<file path="config.mk">
export PLATFORM = sky130hd
export DESIGN_NAME = windowed_sample_stddev
export DESIGN_NICKNAME = d
export VERILOG_FILES = /design/src/sv/wsstd_pkg.sv /design/src/sv/windowed_sample_stddev.sv
export SDC_FILE = /design/constraint.sdc
export NUM_CORES = 1
export LEC_CHECK = 0
export BUFFER_PORTS_ARGS = -buffer_cell sky130_fd_sc_hd__buf_2
export CAP_MARGIN = 20
export CORE_ASPECT_RATIO = 1.1
export CORE_UTILIZATION = 60
export CTS_BUF_LIST = sky130_fd_sc_hd__clkbuf_8
export CTS_CLUSTER_DIAMETER = 60
export DETAILED_ROUTE_END_ITERATION = 8
export PLACE_DENSITY_LB_ADDON = 0.3
export SETUP_SLACK_MARGIN = 0.15
export SLEW_MARGIN = 20
export SYNTH_ARGS = -nofsm -noshare
export SYNTH_HDL_FRONTEND = slang
export SYNTH_SLANG_ARGS = --single-unit
export TNS_END_PERCENT = 50
</file>
<file path="constraint.sdc">
create_clock -name clk -period 8.75 [get_ports clk]
set_input_delay 1.75 -clock clk [delete_from_list [all_inputs] [get_ports clk]]
set_output_delay 1.75 -clock clk [all_outputs]
set_load 0.01 [all_outputs]
</file>
<file path="src/sv/wsstd_pkg.sv">
package wsstd_pkg;

  // Input word field widths
  localparam int RAW_BITS     = 12;
  localparam int CHAN_BITS    = 3;

  // Result word field widths
  localparam int DEV_BITS     = 16;
  localparam int WCOUNT_BITS  = 10;
  localparam logic [WCOUNT_BITS-1:0] WCOUNT_MAX = '1;

  // Fraction scaling of the variance before the root: 2^8 gives 4 fraction bits
  localparam int FRAC_SHIFT   = 8;

  // Configuration port
  localparam int CFG_INDEX_BITS = 1;
  localparam int CFG_DATA_BITS  = 3;
  localparam logic [CFG_INDEX_BITS-1:0] CFG_CHANNEL_SELECT = 1'd0;
  localparam logic [CFG_INDEX_BITS-1:0] CFG_REPORT_ENABLE  = 1'd1;

  // Parameter defaults
  localparam int MAX_WINDOW_DEFAULT  = 800;
  localparam int SAMPLE_BITS_DEFAULT = 12;

endpackage

</file>
<file path="src/sv/windowed_sample_stddev.sv">
// Channel  Direction  Handshake               Payload
// cfg      in         cfg_valid / cfg_ready   cfg_index, cfg_data
// in       in         in_valid / in_ready     entry_valid, entry_channel, raw_sample, frame_end
// out      out        out_valid / out_ready   deviation_q4, window_count
//
// An entry that does not close a window is accepted in IDLE, then ACC updates the sums.
// A closing entry with a report then runs NN, NSQ, SSQ, DIV and SQRT on the one shared
// add/subtract unit, and waits in DONE to hand the result on.
// in_ready is high only in the idle state; cfg_ready is always high.
// A finished result waits in the output register; the next word is taken meanwhile, and
// only a second result stalls until the first one is taken.
// rst is synchronous and clears control state, accumulators and configuration.
module windowed_sample_stddev #(
  parameter int MAX_WINDOW  = wsstd_pkg::MAX_WINDOW_DEFAULT,
  parameter int SAMPLE_BITS = wsstd_pkg::SAMPLE_BITS_DEFAULT
) (
  input  logic                                 clk,
  input  logic                                 rst,
  // configuration
  input  logic                                 cfg_valid,
  output logic                                 cfg_ready,
  input  logic [wsstd_pkg::CFG_INDEX_BITS-1:0] cfg_index,
  input  logic [wsstd_pkg::CFG_DATA_BITS-1:0]  cfg_data,
  // input words
  input  logic                                 in_valid,
  output logic                                 in_ready,
  input  logic                                 entry_valid,
  input  logic [wsstd_pkg::CHAN_BITS-1:0]      entry_channel,
  input  logic [wsstd_pkg::RAW_BITS-1:0]       raw_sample,
  input  logic                                 frame_end,
  // result words
  output logic                                 out_valid,
  input  logic                                 out_ready,
  output logic [wsstd_pkg::DEV_BITS-1:0]       deviation_q4,
  output logic [wsstd_pkg::WCOUNT_BITS-1:0]    window_count
);

  // Sample bits actually used: the raw field caps them.
  localparam int SW   = (SAMPLE_BITS < wsstd_pkg::RAW_BITS) ? SAMPLE_BITS
                                                            : wsstd_pkg::RAW_BITS;
  localparam int CW   = $clog2(MAX_WINDOW + 1);        // kept count
  localparam int SUMW = CW + SW;                       // running sum
  localparam int SQW  = CW + 2 * SW;                   // running square sum
  localparam int DW   = 2 * CW + 2 * SW;               // n*sumsq - sum^2, shared unit width
  localparam int NNW  = 2 * CW;                        // n*n
  localparam int NW   = DW + wsstd_pkg::FRAC_SHIFT;    // scaled dividend / quotient
  localparam int QW   = 2 * SW + wsstd_pkg::FRAC_SHIFT; // bound on the scaled variance
  localparam int RW   = QW / 2;                        // root width
  localparam int CNTW = $clog2(NW);

  typedef enum logic [2:0] {
    IDLE,
    ACC,
    NN,
    NSQ,
    SSQ,
    DIV,
    SQRT,
    DONE
  } state_t;

  state_t state;
  logic [CNTW-1:0] cnt;

  // configuration
  logic [wsstd_pkg::CHAN_BITS-1:0] channel_select;
  logic                            report_enable;

  // accumulators
  logic [CW-1:0]   kept_count;
  logic [SUMW-1:0] running_sum;
  logic [SQW-1:0]  running_square_sum;

  // held input word
  logic                            it_valid;
  logic [wsstd_pkg::CHAN_BITS-1:0] it_chan;
  logic [SW-1:0]                   it_sample;
  logic                            it_fend;

  // iteration registers
  logic [DW-1:0]   acc;
  logic [DW-1:0]   mul_x;
  logic [SUMW-1:0] mul_y;
  logic [NNW-1:0]  nn;
  logic [NW-1:0]   num;
  logic [NNW-1:0]  rem;
  logic [QW-1:0]   rad;
  logic [RW+1:0]   srem;
  logic [RW-1:0]   root;

  // combinational
  logic            keep;
  logic [2*SW-1:0] sq_term;
  logic [CW-1:0]   kept_next;
  logic [SUMW-1:0] sum_next;
  logic [SQW-1:0]  sqsum_next;
  logic [NNW:0]    rem_shift;
  logic [RW+3:0]   sq_shift;
  logic [RW+1:0]   trial;
  logic [DW-1:0]   unit_a;
  logic [DW-1:0]   unit_b;
  logic            unit_sub;
  logic [DW:0]     unit_sum;
  logic [DW-1:0]   unit_res;
  logic            unit_ge;
  logic            out_free;

  assign cfg_ready = 1'b1;
  assign in_ready  = (state == IDLE);
  assign out_free  = !out_valid || out_ready;

  // Keep the held entry only if valid, on the selected channel, and the window has room.
  assign keep       = it_valid && (it_chan == channel_select) &&
                      (kept_count < CW'(MAX_WINDOW));
  assign sq_term    = it_sample * it_sample;
  assign kept_next  = keep ? kept_count + CW'(1) : kept_count;
  assign sum_next   = keep ? running_sum + SUMW'(it_sample) : running_sum;
  assign sqsum_next = keep ? running_square_sum + SQW'(sq_term) : running_square_sum;

  // Long division brings in one dividend bit; the root brings in two radicand bits.
  assign rem_shift = {rem, num[NW-1]};
  assign sq_shift  = {srem, rad[QW-1:QW-2]};
  assign trial     = {root, 2'b01};

  // Shared add/subtract unit: multiply by shift-add, subtract s*s, divide, square root.
  always_comb begin
    unit_a   = '0;
    unit_b   = '0;
    unit_sub = 1'b0;
    unique case (state)
      NN, NSQ: begin
        unit_a = acc;
        unit_b = mul_y[0] ? mul_x : '0;
      end
      SSQ: begin
        unit_a   = acc;
        unit_b   = mul_y[0] ? mul_x : '0;
        unit_sub = 1'b1;
      end
      DIV: begin
        unit_a   = DW'(rem_shift);
        unit_b   = DW'(nn);
        unit_sub = 1'b1;
      end
      SQRT: begin
        unit_a   = DW'(sq_shift);
        unit_b   = DW'(trial);
        unit_sub = 1'b1;
      end
      IDLE, ACC, DONE: begin
        unit_a = '0;
      end
    endcase
    unit_sum = {1'b0, unit_a} + {1'b0, (unit_sub ? ~unit_b : unit_b)} + (DW + 1)'(unit_sub);
    unit_res = unit_sum[DW-1:0];
    unit_ge  = unit_sum[DW];
  end

  always_ff @(posedge clk) begin
    if (rst) begin
      state              <= IDLE;
      cnt                <= '0;
      channel_select     <= '0;
      report_enable      <= 1'b0;
      kept_count         <= '0;
      running_sum        <= '0;
      running_square_sum <= '0;
      out_valid          <= 1'b0;
    end else begin
      // configuration writes
      if (cfg_valid) begin
        unique case (cfg_index)
          wsstd_pkg::CFG_CHANNEL_SELECT: channel_select <= cfg_data;
          wsstd_pkg::CFG_REPORT_ENABLE:  report_enable  <= cfg_data[0];
        endcase
      end

      // raise the result once the output register is free, drop it once taken
      if (state == DONE && out_free) begin
        out_valid <= 1'b1;
      end else if (out_valid && out_ready) begin
        out_valid <= 1'b0;
      end

      unique case (state)
        IDLE: begin
          if (in_valid) begin
            it_valid  <= entry_valid;
            it_chan   <= entry_channel;
            it_sample <= raw_sample[SW-1:0];
            it_fend   <= frame_end;
            state     <= ACC;
          end
        end

        ACC: begin
          if (!it_fend) begin
            kept_count         <= kept_next;
            running_sum        <= sum_next;
            running_square_sum <= sqsum_next;
            state              <= IDLE;
          end else if (kept_next != '0 && report_enable) begin
            kept_count         <= kept_next;
            running_sum        <= sum_next;
            running_square_sum <= sqsum_next;
            // start n*n
            acc   <= '0;
            mul_x <= DW'(kept_next);
            mul_y <= SUMW'(kept_next);
            cnt   <= CNTW'(CW - 1);
            state <= NN;
          end else begin
            // empty window or reporting off: just clear
            kept_count         <= '0;
            running_sum        <= '0;
            running_square_sum <= '0;
            state              <= IDLE;
          end
        end

        NN, NSQ, SSQ: begin
          if (cnt == '0) begin
            if (state == NN) begin
              nn    <= unit_res[NNW-1:0];
              acc   <= '0;
              mul_x <= DW'(running_square_sum);
              mul_y <= SUMW'(kept_count);
              cnt   <= CNTW'(CW - 1);
              state <= NSQ;
            end else if (state == NSQ) begin
              acc   <= unit_res;
              mul_x <= DW'(running_sum);
              mul_y <= running_sum;
              cnt   <= CNTW'(SUMW - 1);
              state <= SSQ;
            end else begin
              // dividend is the difference scaled by 256
              num   <= {unit_res, wsstd_pkg::FRAC_SHIFT'(0)};
              rem   <= '0;
              cnt   <= CNTW'(NW - 1);
              state <= DIV;
            end
          end else begin
            acc   <= unit_res;
            mul_x <= {mul_x[DW-2:0], 1'b0};
            mul_y <= {1'b0, mul_y[SUMW-1:1]};
            cnt   <= cnt - CNTW'(1);
          end
        end

        DIV: begin
          rem <= unit_ge ? unit_res[NNW-1:0] : rem_shift[NNW-1:0];
          num <= {num[NW-2:0], unit_ge};
          if (cnt == '0) begin
            rad   <= {num[QW-2:0], unit_ge};
            srem  <= '0;
            root  <= '0;
            cnt   <= CNTW'(RW - 1);
            state <= SQRT;
          end else begin
            cnt <= cnt - CNTW'(1);
          end
        end

        SQRT: begin
          srem <= unit_ge ? unit_res[RW+1:0] : sq_shift[RW+1:0];
          root <= {root[RW-2:0], unit_ge};
          rad  <= {rad[QW-3:0], 2'b00};
          cnt  <= cnt - CNTW'(1);
          if (cnt == '0) begin
            state <= DONE;
          end
        end

        DONE: begin
          // hold until the output register is free
          if (out_free) begin
            deviation_q4       <= wsstd_pkg::DEV_BITS'(root);
            window_count       <= (32'(kept_count) > 32'(wsstd_pkg::WCOUNT_MAX))
                                  ? wsstd_pkg::WCOUNT_MAX
                                  : wsstd_pkg::WCOUNT_BITS'(kept_count);
            kept_count         <= '0;
            running_sum        <= '0;
            running_square_sum <= '0;
            state              <= IDLE;
          end
        end
      endcase
    end
  end

  a_count_bound: assert property (@(posedge clk) disable iff (rst)
    kept_count <= CW'(MAX_WINDOW))
    else $error("kept count passed the window size");

  a_result_nonempty: assert property (@(posedge clk) disable iff (rst)
    out_valid |-> window_count != '0)
    else $error("result from an empty window");

  a_accept_to_acc: assert property (@(posedge clk) disable iff (rst)
    in_valid && in_ready |=> state == ACC)
    else $error("accepted word not handled in the next cycle");

  a_div_rem: assert property (@(posedge clk) disable iff (rst)
    state == DIV |-> rem < nn)
    else $error("division remainder not below divisor");

  a_sqrt_rem: assert property (@(posedge clk) disable iff (rst)
    state == SQRT |-> srem <= (RW + 2)'({root, 1'b0}))
    else $error("root remainder out of bound");

endmodule

</file>
==> impl_results.md <==
* Share of synthesized flip-flops with an asynchronous set or reset at 0
* CP Capture Type: flip-flop
* Register-to-Register Path Depth at 22
* Hold_sp: running_square_sum[22]
* Worst-path clk slew at 0.06 ns
* Reg-to-reg startpoint: it_sample[2]
* Post-synth top flop: edfxtp_1
* Outcome: complete, no violations
* Core ar. at 41,700 sq um
* Fin crit period at 6.52 ns
* Port bufs at 53
* CP cell instances: and2_1 > inv_1 > fa_1 > inv_1 > fa_1 > inv_1 > fa_1 > inv_1 > fa_1 > inv_1 > fa_1 > inv_1 > ha_1 > and2_1 > a221oi_1 > a21oi_1 > a311oi_1 > o21ai_0 > a311o_1 > a31oi_1 > o21ai_1 > o31ai_1
* Num Clock Sinks at 391
* RSZ-0062 raised after global routing: no
* Post-DP HPWL at 47.0 mm
* TritonCTS Buffers at 68
* Clock Tree Buf Depth at 3
* Total track usage at 0.312
* Crit path max-delay family: adder cells
* Critical Path RT at 9.29 ns
* Final setup TNS at 0 ns
* CP Max Fanout at 14
* Crit path kind: reg2reg
* Antenna diodes at 0
* Final Instance Area at 27,500 sq um
* Post-Synthesis Net Count at 2,922
* Total grt overflow at 0
* DP Area at 26,100 sq um
* Hold crit path type: reg2reg
* Yosys cell types at 90
* Initial core utilization at 0.613
* Max layer used: met5
* CP startpoint: it_sample[2]
* WHS Path Cells at 2
* Hold-fix buffers, CTS at 0
* Max Freq at 153 MHz
* Max stage delay cell, worst path: edfxtp_1
* CP max stage delay at 0.65 ns
* Final Cycle Share at 0.745
* Vias at 19,968
* Ys Warns at 0
* Mapped Avg Cell Area at 9.58 sq um
* Vias in the first global route at 19,876
* DR iter-0 viols at 1,550
* Met2 routed WL at 32.4 mm
* Routability cong. at 0.931
* Final hold vios at 0
* Transition time of the tightest slew-check pin at 1.10 ns
* First-pass GRT wire length at 105 mm
* Die Wd at 199 um
* Flops & latches, synth at 391
* Final Slew Violations at 0
* Mean routed wirelength per cell at 20.1 um
* Largest net degree at the start of global routing at 85
* Element type at the critical path start: flip-flop
* DR DRC count at 0
* Number of antenna violations at the first check in global routing at 1
* Post-CTS sizing at 0
* Mapped Cells at 2,668
* # setup viols final at 0
* Pre-antenna DRT Iters at 7
* Syn Std Cell Area at 25,600 sq um
* WL met3 at 4.39 mm
* Skew final at 0.0369 ns
* Number of synthesized flops with an enable pin at 311
* Final core utilization at 0.659
* IO Count at 55
* Met1 wire length at 26.9 mm
* Die Area at 43,400 sq um
* Worst-case vdd ir drop at 0.240 mV
* Clock H-tree levels at 3
* Worst rel slew slack at 0.264
* DIE HEIGHT at 218 um
* Sequential cell area fraction in the yosys report at 0.428
* WL final at 65.9 mm
* Most frequent CP cell: inv_1
* Worst R2R Setup Slack at 2.23 ns
* Crit path depth at 22
* Clk Latency, worst-skew pair at 0.66 ns
* Leakage at 11.5 nW
* Cell Rows at 78
* Layout Nets at 2,917
* CTS tree: yes
* Postcts setup bufs at 0
* Vias per inst at 6.09
* Antenna viol nets, final at 0
* Pwr/cell area at 194 nW/um^2
* Worst path bufs/invs at 6
* Area growth syn-to-layout at 7.42%
* Layout cells sized above 1 at 0.0791
* Clock root buffer: clkbuf_8
* Max cap viols at 0
* Critical path arrival at 7.05 ns
[flip-flops by register name, summed over array words and instances (netlist names), 3 cells and up]
register,count
it_sample,12
rad,32
channel_select,3
num,52
nn,20
rem,20
deviation_q4,16
root,16
cnt,6
window_count,10
running_square_sum,34
kept_count,10
acc,44
running_sum,22
srem,18
mul_x,44
state,3
it_chan,3
mul_y,22
[synthesized netlist by cell type (5+ instances only)]
cell        n  area share
o21a_1     11      0.0032
and2_1     86       0.021
o211a_1     5      0.0020
o31ai_1    10      0.0029
a21o_1     68       0.020
or2_2       5      0.0012
a22oi_1    11      0.0032
or3_1      31      0.0076
o22ai_1    14      0.0034
a21oi_1   206       0.040
a41oi_1     6      0.0021
a211oi_1   13      0.0038
nand4_1    17      0.0042
nor2_1    166       0.024
clkbuf_1  104       0.015
o211ai_1   10      0.0029
xor2_1     46       0.016
nand2_1   329       0.048
ha_1      126       0.062
fa_1      102       0.080
nand3_1    36      0.0070
edfxtp_1  311        0.37
and3_1     55       0.013
o21ai_0   228       0.045
o21bai_1    7      0.0021
dfxtp_1    80       0.063
mux2i_1    25      0.0098
o21ai_1    19      0.0037
buf_1      14      0.0021
nor3_1     19      0.0037
a31oi_1    16      0.0039
xnor2_1    69       0.024
buf_2      27      0.0053
inv_1     228       0.033
nor2b_1    10      0.0024
nand2b_1   18      0.0044
a22o_1     34       0.012
a311oi_1    9      0.0031
[cell families (layout without fill, tap and decap cells)]
logic type / after synthesis / in the layout / synth area share
flops: 391 / 391 / 0.428
buf+inv: 384 / 433 / 0.0593
simple gates: 802 / 802 / 0.149
fa+ha+maj: 228 / 228 / 0.142
compound gates: 722 / 722 / 0.173
other cells: 1 / 1 / 0.000147
xor+xnor: 115 / 115 / 0.0394
mux: 25 / 25 / 0.00979
[cell usage in the layout (no fill, tap or decap), drive strengths merged, types with 6 or more instances in the layout]
cell type and n:
nand3 37, nor2 167, or3 32, mux2i 25, dfxtp 80, a31oi 16, xor2 46, nand2 330
o21ai 248, o22ai 14, a311oi 9, fa 102, a21oi 209, nor2b 11, xnor2 69, a21boi 6
clkbuf 72, a22o 34, or2 6, a211oi 14, nand4 17, buf 80, clkinv 16, nor3 20
o211ai 11, a22oi 11, and2 86, o21a 11, o21bai 8, inv 258, nand2b 18, edfxtp 311
ha 126, o31ai 11, a21o 68, and3 55, a41oi 6
[power breakdown]
part | leakage [nW] | internal [mW] | switching, mW | total (mW)
Sequential | 3.52 | 1.99 | 0.0162 | 2.01
Combinational | 7.25 | 0.638 | 1.00 | 1.64
Clock | 0.772 | 0.885 | 0.786 | 1.67
[worst min-delay path: cells and delay by family (launching register included)]
kind	cells	cell delay, ns
and+or+nand+nor	1	0.04
DFF	1	0.32
AOI/OAI and AO/OA	1	0.06
[final timing paths]
path,end
min,running_square_sum[22]
min reg2reg,running_square_sum[22]
max reg2reg,running_square_sum[28]
max,running_square_sum[28]
[area by class of cell]
class | instances | area, sq um
Clock buffer | 72 | 991
Clock inverter | 52 | 335
Fill cell | 3398 | 14200
Inverter | 229 | 860
Multi-Input combinational cell | 1893 | 13200
Sequential cell | 391 | 10900
Tap cell | 560 | 701
Timing Repair Buffer | 80 | 468
[through the flow]
stage | worst slack, ns | hold WS, ns | cells | power [mW]
floorplan | 1.25 | 0.403 | 2668 | 3.27
global placement | 2.44 | 0.436 | 3153 | 3.65
detailed placement | 2.33 | 0.448 | 3153 | 3.66
CTS | 2.28 | 0.459 | 3277 | 5.33
global route | 1.90 | 0.464 | 3277 | 5.63
finish | 2.23 | 0.456 | 3277 | 5.32
[layer usage]
metal / up-vias / track usage
met3: 150 / 0.0437
met4: 2 / 0.131
met1: 9668 / 0.403
li1: 9358 / -
met5: - / 0
met2: 790 / 0.526
Note: power is estimated with default switching activity, not from simulation.
